## src/u16u8_pkg.sv

```systemverilog
// Shared types, register addresses and the UTF-8 encoder for the UTF-16LE to UTF-8 converter.
package u16u8_pkg;

  // Configuration register word indexes, taken from paddr[2].
  localparam logic REG_BYTE_MODE = 1'b0;
  localparam logic REG_SEPARATOR = 1'b1;

  // Depth of the job queue between the front and back parts.
  localparam int unsigned QUEUE_DEPTH = 4;
  localparam int unsigned QPTR_W      = $clog2(QUEUE_DEPTH);
  localparam int unsigned QCNT_W      = $clog2(QUEUE_DEPTH + 1);

  // One classified input item: up to four data bytes, then an optional final result.
  // A final result is the terminator, or the error result when bad is set.
  typedef struct packed {
    logic [3:0][7:0] bytes;
    logic [2:0]      count;
    logic            term;
    logic            bad;
  } u16u8_job_t;

  // Queue status seen by the front and back parts.
  typedef struct packed {
    logic empty;
    logic full;
  } u16u8_qstat_t;

  // Encode one code point as one to four UTF-8 bytes.
  function automatic u16u8_job_t encode_cp(input logic [20:0] cp);
    u16u8_job_t j;
    j = '0;
    if (cp < 21'h00080) begin
      j.bytes[0] = cp[7:0];
      j.count    = 3'd1;
    end else if (cp < 21'h00800) begin
      j.bytes[0] = 8'hC0 | {3'b000, cp[10:6]};
      j.bytes[1] = 8'h80 | {2'b00, cp[5:0]};
      j.count    = 3'd2;
    end else if (cp < 21'h10000) begin
      j.bytes[0] = 8'hE0 | {4'b0000, cp[15:12]};
      j.bytes[1] = 8'h80 | {2'b00, cp[11:6]};
      j.bytes[2] = 8'h80 | {2'b00, cp[5:0]};
      j.count    = 3'd3;
    end else begin
      j.bytes[0] = 8'hF0 | {5'b00000, cp[20:18]};
      j.bytes[1] = 8'h80 | {2'b00, cp[17:12]};
      j.bytes[2] = 8'h80 | {2'b00, cp[11:6]};
      j.bytes[3] = 8'h80 | {2'b00, cp[5:0]};
      j.count    = 3'd4;
    end
    return j;
  endfunction

endpackage

```

## src/u16u8_front.sv

```systemverilog
// Front part: accepts code units, tracks surrogate pairs and classifies each unit into a job.
module u16u8_front (
  input  logic                    clk,
  input  logic                    rst,
  input  logic                    byte_mode,
  input  logic [7:0]              separator,
  input  logic [15:0]             code_unit,
  input  logic                    last_unit,
  input  logic                    accept,
  output logic                    push,
  output u16u8_pkg::u16u8_job_t   job
);
  import u16u8_pkg::*;

  logic        pair_pending;
  logic        pair_pending_next;
  logic [9:0]  high_half_bits;
  logic [9:0]  high_half_bits_next;
  logic        has_job;
  logic [7:0]  b;
  logic [15:0] cu;
  logic [20:0] cp_pair;

  assign cp_pair = 21'h10000 + {1'b0, high_half_bits, code_unit[9:0]};

  // Classify the unit under the mode in force now.
  always_comb begin
    job                 = '0;
    has_job             = 1'b0;
    pair_pending_next   = pair_pending;
    high_half_bits_next = high_half_bits;
    b                   = code_unit[7:0];
    cu                  = code_unit;
    if (byte_mode) begin
      if (b == 8'h00 && !last_unit) begin
        b = separator;
      end
      job.bytes[0]        = b;
      job.count           = 3'd1;
      job.term            = last_unit;
      has_job             = 1'b1;
      pair_pending_next   = 1'b0;
      high_half_bits_next = '0;
    end else if (pair_pending) begin
      job                 = encode_cp(cp_pair);
      job.term            = last_unit;
      has_job             = 1'b1;
      pair_pending_next   = 1'b0;
      high_half_bits_next = '0;
    end else begin
      if (cu == 16'h0000 && !last_unit) begin
        cu = {8'h00, separator};
      end
      if (cu[15:11] == 5'b11011) begin
        // Any surrogate is taken as the first half of a pair: hold it, or report a cut-off pair.
        if (last_unit) begin
          job.term = 1'b1;
          job.bad  = 1'b1;
          has_job  = 1'b1;
        end else begin
          pair_pending_next   = 1'b1;
          high_half_bits_next = cu[9:0];
        end
      end else begin
        job      = encode_cp({5'b00000, cu});
        job.term = last_unit;
        has_job  = 1'b1;
      end
    end
  end

  assign push = accept && has_job;

  // Pair state advances only on an accepted request.
  always_ff @(posedge clk) begin
    if (rst) begin
      pair_pending   <= 1'b0;
      high_half_bits <= '0;
    end else if (accept) begin
      pair_pending   <= pair_pending_next;
      high_half_bits <= high_half_bits_next;
    end
  end

endmodule

```

## src/u16u8_queue.sv

```systemverilog
// Short job queue between the front and back parts.
module u16u8_queue (
  input  logic                    clk,
  input  logic                    rst,
  input  logic                    push,
  input  u16u8_pkg::u16u8_job_t   push_job,
  input  logic                    pop,
  output u16u8_pkg::u16u8_job_t   head,
  output u16u8_pkg::u16u8_qstat_t stat
);
  import u16u8_pkg::*;

  u16u8_job_t         entries [QUEUE_DEPTH];
  logic [QPTR_W-1:0]  wr_ptr;
  logic [QPTR_W-1:0]  rd_ptr;
  logic [QCNT_W-1:0]  count;
  logic               do_push;
  logic               do_pop;

  assign stat.empty = (count == '0);
  assign stat.full  = (count == QCNT_W'(QUEUE_DEPTH));
  assign do_push    = push && !stat.full;
  assign do_pop     = pop && !stat.empty;
  assign head       = entries[rd_ptr];

  // Storage; payload needs no reset.
  always_ff @(posedge clk) begin
    if (do_push) begin
      entries[wr_ptr] <= push_job;
    end
  end

  // Pointers and fill count.
  always_ff @(posedge clk) begin
    if (rst) begin
      wr_ptr <= '0;
      rd_ptr <= '0;
      count  <= '0;
    end else begin
      if (do_push) begin
        wr_ptr <= wr_ptr + QPTR_W'(1);
      end
      if (do_pop) begin
        rd_ptr <= rd_ptr + QPTR_W'(1);
      end
      if (do_push && !do_pop) begin
        count <= count + QCNT_W'(1);
      end else if (do_pop && !do_push) begin
        count <= count - QCNT_W'(1);
      end
    end
  end

endmodule

```

## src/u16u8_back.sv

```systemverilog
// Back part: walks each job byte by byte into the output register.
module u16u8_back (
  input  logic                    clk,
  input  logic                    rst,
  input  u16u8_pkg::u16u8_job_t   head,
  input  u16u8_pkg::u16u8_qstat_t stat,
  output logic                    pop,
  output logic                    m_tvalid,
  input  logic                    m_tready,
  output logic [7:0]              m_tdata,
  output logic                    m_tlast,
  output logic                    m_tuser
);
  import u16u8_pkg::*;

  logic [2:0] idx;
  logic [2:0] total;
  logic       is_final;
  logic       is_data;
  logic       load;

  assign total    = head.count + {2'b00, head.term};
  assign is_final = (idx + 3'd1) == total;
  assign is_data  = idx < head.count;
  assign load     = !stat.empty && (!m_tvalid || m_tready);
  assign pop      = load && is_final;

  // Result index within the head job.
  always_ff @(posedge clk) begin
    if (rst) begin
      idx <= '0;
    end else if (load) begin
      idx <= is_final ? 3'd0 : idx + 3'd1;
    end
  end

  // Output register.
  always_ff @(posedge clk) begin
    if (rst) begin
      m_tvalid <= 1'b0;
    end else if (load) begin
      m_tvalid <= 1'b1;
    end else if (m_tready) begin
      m_tvalid <= 1'b0;
    end
  end

  always_ff @(posedge clk) begin
    if (load) begin
      m_tdata <= is_data ? head.bytes[idx[1:0]] : 8'h00;
      m_tlast <= !is_data;
      m_tuser <= !is_data && head.bad;
    end
  end

endmodule

```

## src/utf16le_to_utf8_string_converter.sv

```systemverilog
// Top level of the UTF-16LE to UTF-8 string converter with its configuration registers.
//
//  Channel   Direction  Handshake           Payload
//  s_*       in         s_tvalid/s_tready   s_tdata = code_unit, s_tlast = last_unit
//  m_*       out        m_tvalid/m_tready   m_tdata = out_byte, m_tlast = end_of_string,
//                                           m_tuser = bad_pair
//  APB       in         psel/penable        0x0 byte_mode, 0x4 separator
//
// One input request is taken per cycle while the four-entry job queue has room.
// The back part sends each job's results one at a time, so a unit yields zero to five
// output results; the output register sets the sustained rate.
// Reset clears pair state, the queue and output valid; the configuration registers reset to zero.
// Stalls on m_tready fill the queue and then drop s_tready.
module utf16le_to_utf8_string_converter (
  input  logic        clk,
  input  logic        rst,
  input  logic        s_tvalid,
  output logic        s_tready,
  input  logic [15:0] s_tdata,   // [15:0] code_unit
  input  logic        s_tlast,
  output logic        m_tvalid,
  input  logic        m_tready,
  output logic [7:0]  m_tdata,   // [7:0] out_byte
  output logic        m_tlast,
  output logic        m_tuser,   // [0] bad_pair
  input  logic        psel,
  input  logic        penable,
  input  logic        pwrite,
  input  logic [2:0]  paddr,
  input  logic [31:0] pwdata,
  output logic [31:0] prdata,
  output logic        pready
);
  import u16u8_pkg::*;

  logic         byte_mode;
  logic [7:0]   separator;
  logic         accept;
  logic         push;
  logic         pop;
  u16u8_job_t   job;
  u16u8_job_t   head;
  u16u8_qstat_t stat;

  assign pready   = 1'b1;
  assign s_tready = !stat.full;
  assign accept   = s_tvalid && s_tready;

  // Configuration writes.
  always_ff @(posedge clk) begin
    if (rst) begin
      byte_mode <= 1'b0;
      separator <= 8'h00;
    end else if (psel && penable && pwrite && pready) begin
      case (paddr[2])
        REG_BYTE_MODE: byte_mode <= pwdata[0];
        REG_SEPARATOR: separator <= pwdata[7:0];
        default: ;
      endcase
    end
  end

  // Register readback.
  always_comb begin
    case (paddr[2])
      REG_BYTE_MODE: prdata = {31'b0, byte_mode};
      REG_SEPARATOR: prdata = {24'b0, separator};
      default:       prdata = '0;
    endcase
  end

  u16u8_front u_front (
    .clk       (clk),
    .rst       (rst),
    .byte_mode (byte_mode),
    .separator (separator),
    .code_unit (s_tdata),
    .last_unit (s_tlast),
    .accept    (accept),
    .push      (push),
    .job       (job)
  );

  u16u8_queue u_queue (
    .clk      (clk),
    .rst      (rst),
    .push     (push),
    .push_job (job),
    .pop      (pop),
    .head     (head),
    .stat     (stat)
  );

  u16u8_back u_back (
    .clk      (clk),
    .rst      (rst),
    .head     (head),
    .stat     (stat),
    .pop      (pop),
    .m_tvalid (m_tvalid),
    .m_tready (m_tready),
    .m_tdata  (m_tdata),
    .m_tlast  (m_tlast),
    .m_tuser  (m_tuser)
  );

endmodule

```

## config.mk

```make
export PLATFORM = sky130hd
export DESIGN_NAME = utf16le_to_utf8_string_converter
export DESIGN_NICKNAME = d
export VERILOG_FILES = /design/src/u16u8_pkg.sv /design/src/u16u8_front.sv /design/src/u16u8_queue.sv /design/src/u16u8_back.sv /design/src/utf16le_to_utf8_string_converter.sv
export SDC_FILE = /design/constraint.sdc
export NUM_CORES = 1
export LEC_CHECK = 0
export BUFFER_PORTS_ARGS = -buffer_cell sky130_fd_sc_hd__buf_4
export CORE_UTILIZATION = 58
export DETAILED_ROUTE_END_ITERATION = 8
export PLACE_DENSITY_LB_ADDON = 0.25
export SYNTH_ARGS = -nofsm -noshare
export SYNTH_HDL_FRONTEND = slang
export SYNTH_SLANG_ARGS = --single-unit
```

## constraint.sdc

```tcl
create_clock -name clk -period 4.4 [get_ports clk]
set_clock_uncertainty 0.2 [all_clocks]
set_input_delay 0.22 -clock clk [delete_from_list [all_inputs] [get_ports clk]]
set_output_delay 0.22 -clock clk [all_outputs]
set_load 0.03 [all_outputs]
```

==> reports/metrics.yaml, run 1 <==
status:
  status: "complete, no violations"
logic_synthesis:
  syn_inst: 580
  synth_ff_type: "edfxtp_1"
  syn_area_per_cell_um2: 14.00
  netlist_area_um2: 8123
  synth_edf_count: 142
  async_flop_share_pct: 0
  synth.distinct_cells: 66
  synth_seq_cells: 175
  yosys_warnings: 0
  ys_seq_area_share_pct: 60.63
finish:
  area_growth_pct: 14.85
  final_area_um2: 9329
  layout_common_cells: "142 x edfxtp_1, 65 x buf_4, 42 x nor2_1, 41 x nand2_1, 40 x mux4_2"
  nets: 721
  diodes: 0
  drive_gt1_share_pct: 22.02
  layout_commonest_cell: "edfxtp_1"
placed_design:
  pre_cts_ws_ns: 0.7389
  place_area_um2: 8571
  hpwl_um: 12340
  io_buffers: 52
  place.gp.congestion: 0.9027
setup_path:
  end_kind: "flop"
  cp_max_fo: 30
  crit_path_start_kind: "flop"
  cp_slowest_stage_delay_ns: 0.64
  cp_data_arrival_time_ns: 3.80
  slowest_stage: "mux4_2"
  criticalPathCategory: "flop to flop"
  required_ns: 4.56
  critPathBufInv: 3
  critical_path.top_delay_family: "buffers and inverters"
  cp_cell_sequence: "buf_4 > mux4_2 > xor2_1 > and4_1 > inv_1 > ha_1 > inv_1 > fa_1 > xor2_1 > or3_1 > a21oi_1"
floorplanning:
  die_area_um2: 14480
  die_w_um: 120.3
  std_cell_rows: 42
  core_area_um2: 13450
  die_h_um: 120.3
  pin_count: 104
  start_util_pct: 60.38
clocking:
  clk_pin_slew_worst_paths_ns: 0.07
  clock_sink_count: 175
  clockRootBuffer: "clkbuf_16"
  cts_tree: "built"
  ctsHoldBuffers: 17
  htreeDepth: 4
  ctsResizeCount: 0
  insertion_delay_ns: 0.43
  clockBufferDepth: 2
  cts-buffers-inserted: 17
  cts_setup_buffers: 0
sta:
  slew_viol_final: 0
  final_hold_viol_count: 0
  setup_tns_ns: 0
  period_share_pct: 82.59
  period_needed_ns: 3.634
  setup_violations: 0
  max_freq_ghz: 0.2752
  grt_setup_unrepaired: "false"
  setup_ws_ns: 0.7661
  worst_pin_slew_ns: 0.9528
  slew_headroom_pct: 36.25
global_routing:
  grt_max_degree: 34
  grt_overflow: 0
  grt_pass1_wl_um: 29280
  antenna_found_initial: 0
  grt_pass1_vias: 5225
  grt_util_all_layers_pct: 28.01
routing:
  wirelength_um: 18850
  drcViolationCount: 0
  dr.first_iter.drc_count: 475
  vias: 5155
  vias_per_cell: 6.144
  drtPass1Iterations: 5
  ant_nets: 0
  wire_per_inst_um: 22.46
power:
  pwr-share-clk_pct: 30.8
  swShare_pct: 29.00
  p_leak_nw: 3.316
  p_sw_w: 0.001413
  vdd_drop_max_mv: 0.4309
  p_comb_share_pct: 25.5
  cellInternalPower_w: 0.003459
  p_total_w: 0.004871
  power_density_nw_per_um2: 522.2
  pwr-share-seq_pct: 43.8
flow_run:
  drv_cap: 0
hold_path:
  hold_class: "input port to flop"
## metal layers
layer / vias up / global-route usage (%) / part of all wire (%)
li1: 2333 / - / -
met1: 2554 / 36.22 / 41
met2: 229 / 45.94 / 50
met3: 39 / 5.094 / 5.8
met4: 0 / 13.58 / 3.5
met5: - / 0 / 0
## kinds of logic (layout without fill, tap and decap cells)
logic type      count (synthesis)  in the layout  share of synthesized area [%]
xor+xnor                       12             12                          1.463
buf+inv                        64            124                          4.790
other cells                     2             25                        0.09246
compound gates                119            119                          9.997
mux                            45             45                          11.71
flops                         175            175                          60.63
fa+ha+maj                      12             12                          1.941
simple gates                  151            151                          9.381
## final timing paths
kind | from | to | slack, ns | cells past startpoint
min reg2reg | u_back.m_tvalid | u_back.m_tvalid | 0.30 | 2
max reg2reg | flop | u_queue.count[2] | 0.77 | 11
min | s_tdata[4] | u_queue.entries[2][33] | 0.04 | 2
max | flop | u_queue.count[2] | 0.77 | 11
## state kept, by name, indices dropped and copies added (netlist names), named ones only
register	flops
u_front.high_half_bits	10
u_queue.entries	132
u_back.m_tdata	8
u_queue.count	3
u_back.m_tlast	1
u_queue.wr_ptr	2
byte_mode	1
u_queue.rd_ptr	2
u_front.pair_pending	1
separator	8
u_back.idx	3
u_back.m_tuser	1
u_back.m_tvalid	1
## cell usage after synthesis (all sizes together), types with 3 or more instances
cell type,n,area share [%]
edfxtp,142,52
nor2,42,1.9
nand2,41,1.9
mux4,40,11
buf,33,3.1
dfxtp,33,8.1
a21oi,30,1.9
clkbuf,21,1.3
and2,20,1.5
o21ai,15,0.92
a21o,11,1.0
a22oi,11,1.0
ha,11,1.7
inv,10,0.46
nor3,10,0.68
a22o,9,0.99
a31oi,9,0.69
nor2b,8,0.62
xor2,7,0.75
a221oi,6,0.65
nand3,6,0.37
o211ai,6,0.55
mux2i,5,0.62
nor4,4,0.49
or4,4,0.46
xnor2,4,0.43
a211oi,3,0.28
o21bai,3,0.28
o22ai,3,0.23
or3,3,0.23
## power by group through the flow
| stage | sequential [W] | clock (W) | combinational (W) |
|---|---|---|---|
| 2_1_floorplan | 0.00225 | 0 | 0.000798 |
| 3_3_place_gp | 0.00215 | 0 | 0.00120 |
| 3_5_place_dp | 0.00217 | 0 | 0.00123 |
| 4_1_cts | 0.00214 | 0.00152 | 0.00125 |
| 5_1_grt | 0.00215 | 0.00158 | 0.00134 |
| 6_report | 0.00213 | 0.00150 | 0.00124 |
## stage by stage
stage          cells  hold slack [ns]  util (%)
6_report         839          0.04423     69.35
5_1_grt          839          0.05016     69.35
4_1_cts          839          0.02721     69.35
3_5_place_dp     790           0.2789     63.71
3_3_place_gp     790           0.2676     63.71
2_1_floorplan    603           0.1189         -
## layout make-up
type,instances,area [um2]
Sequential cell,175,4926
Fill cell,925,4124
Multi-Input combinational cell,364,2899
Timing Repair Buffer,82,658.1
Clock buffer,19,432.9
Tap cell,176,220.2
Clock inverter,13,155.1
Inverter,10,37.54
Note: power is estimated with default switching activity, not from simulation.
==> inputs of run 2 (changes only) <==
CORE_UTILIZATION = 52   (was 58)
clock period = 3.1 ns   (was 4.4 ns; I/O delays follow)
==> run 2 against run 1 <==
Against the previous run: die area rose by 11%; largest cell class unchanged; the run now ends with negative setup slack left; non-clock buffer count increased by 46; largest power group unchanged; via count grew 5.8%; fmax is 13% higher.
==> reports/metrics.yaml, run 2 (same netlist as run 1, synthesis figures left out) <==
placed_design:
  dp_cells: 822
  pre_cts_ws_ns: -0.2160
  place.gp.congestion: 0.9461
  io_buffers: 52
  hpwl_um: 13330
finish:
  top_regs: "u_queue.entries: 132 flops, u_front.high_half_bits: 10 flops"
  layout_commonest_cell: "edfxtp_1"
  drive_gt1_share_pct: 25.53
  nets: 767
  fin_cells: 897
  final_core_util_pct: 64.61
  largest_reg_flops: 132
  top_register: "u_queue.entries"
  layout_common_cells: "142 x edfxtp_1, 87 x buf_4, 42 x nor2_1, 41 x nand2_1, 41 x dlygate4sd3_1"
  diodes: 0
  area_growth_pct: 20.92
global_routing:
  grt_util_all_layers_pct: 26.43
  antenna_found_initial: 0
  met1_usage_pct: 33.08
  grt_pass1_vias: 5603
  globalRouteMet3Util_pct: 4.941
  gr-usage-met2_pct: 44.83
  grt_overflow: 0
  grt_max_degree: 34
  grt_busiest_layer: "met2"
  grt_pass1_wl_um: 31080
clocking:
  cts-buffers-inserted: 17
  insertion_delay_ns: 0.43
  clockRootBuffer: "clkbuf_16"
  cts_tree: "built"
  htreeDepth: 4
  clock_sink_count: 175
  clockBufferDepth: 2
  clk_pin_slew_worst_paths_ns: 0.07
sta:
  final_hold_viol_count: 0
  setup_tns_ns: -0.1354
  setup_ws_ns: -0.1079
  max_freq_ghz: 0.3117
  slew_viol_final: 0
  period_needed_ns: 3.208
  grt_setup_unrepaired: "true"
  period_share_pct: 103.5
  worst_pin_slew_ns: 0.9295
  slew_headroom_pct: 37.81
  setup_violations: 3
  hold_slack_ns: 0.03721
setup_path:
  cp_slowest_stage_delay_ns: 0.53
  crit_path_start_kind: "flop"
  criticalPathCategory: "flop to flop"
  crit_top_cell: "ha_4"
  critPathBufInv: 2
  critical_path.top_delay_family: "adder cells"
  required_ns: 3.26
  slowest_stage: "mux4_2"
  end_kind: "flop"
  cp_cell_sequence: "mux4_2 > ha_4 > ha_4 > xnor3_1 > xor2_1 > and4_4 > inv_4 > ha_4 > inv_2 > fa_2 > xor2_1 > or3_1 > a21oi_1"
  cp_data_arrival_time_ns: 3.37
  cp_max_fo: 2
power:
  p_leak_nw: 3.582
  power_density_nw_per_um2: 720.2
  vdd_drop_max_mv: 0.3926
routing:
  wirelength_um: 20060
  dr.first_iter.drc_count: 385
  vias: 5454
  drcViolationCount: 0
  wire_per_inst_um: 22.37
  ant_nets: 0
  drtPass1Iterations: 5
  vias_per_cell: 6.080
floorplanning:
  die_area_um2: 16130
  std_cell_rows: 45
  die_w_um: 127.0
  die_h_um: 127.0
  core_area_um2: 15200
  start_util_pct: 53.43
  pin_count: 104
flow_run:
  drv_cap: 0
hold_path:
  hold_class: "input port to flop"
status:
  violations: "negative setup slack"
  status: "finished, violations left"
[run 2: cell count changes in the layout (fill, tap and decap cells not counted), moves of 3 or more]
cell           delta
ha_4              +3
dlygate4sd3_1    +24
buf_4            +22
ha_1              -3
[run 2: worst register-to-register path, delay by kind of cell (launching register included)]
family	cells	cell delay (ns)
adder cells (fa/ha/maj)	4	0.80
multiplexers	1	0.53
XOR/XNOR	3	0.50
AND/OR/NAND/NOR	2	0.50
flip-flops	1	0.40
AO/OA/AOI/OAI	1	0.12
buffers and inverters	2	0.10
[run 2: layout make-up]
class | count | area (um2)
fill | 1161 | 5380
multi-input combinational | 364 | 2970
inverter | 10 | 40.04
timing repair buffer | 128 | 1064
clock buffer | 17 | 425.4
clock inverter | 15 | 161.4
sequential | 175 | 4926
tap | 188 | 235.2
[run 2: what timing repair did]
item                                    in CTS  in global routing
resized for setup                            5                  6
cloned                                       0                  0
endpoints found under the hold margin       58                  0
endpoints found under the setup margin       2                 33
hold buffers                                41                  0
pin swaps                                    2                  3
setup buffers                                2                  0
[run 2: per-stage QoR]
stage / total power (W) / area (um2)
final: 0.007074 / 9822
after global routing: 0.007375 / 9822
after CTS: 0.007105 / 9793
after detailed placement: 0.004899 / 8766
after global placement: 0.004832 / 8766
after floorplan: 0.004389 / 8265
[run 2: worst paths after layout]
path / slack, ns / depth (start not counted) / startpoint / to
setup / recovery: -0.11 / 13 / u_queue.entries[3][2] / u_queue.count[2]
hold / removal: 0.04 / 3 / s_tdata[15] / u_queue.entries[1][8]
setup reg to reg: -0.11 / 13 / u_queue.entries[3][2] / u_queue.count[2]
hold reg to reg: 0.33 / 2 / u_queue.count[2] / u_queue.count[2]
[run 2: metal layers]
metal  vias to the layer above  share of wire, %
li1                       2425                 -
met1                      2778                42
met2                       204                51
met3                        47               4.7
met4                         0               3.2
met5                         -                 0
[run 2: power breakdown]
part           leakage (nW)  switching [W]  internal, W
combinational          1.76        0.00101     0.000913
sequential             1.55       0.000109      0.00291
clock                 0.279       0.000928      0.00120
total                  3.58        0.00205      0.00502
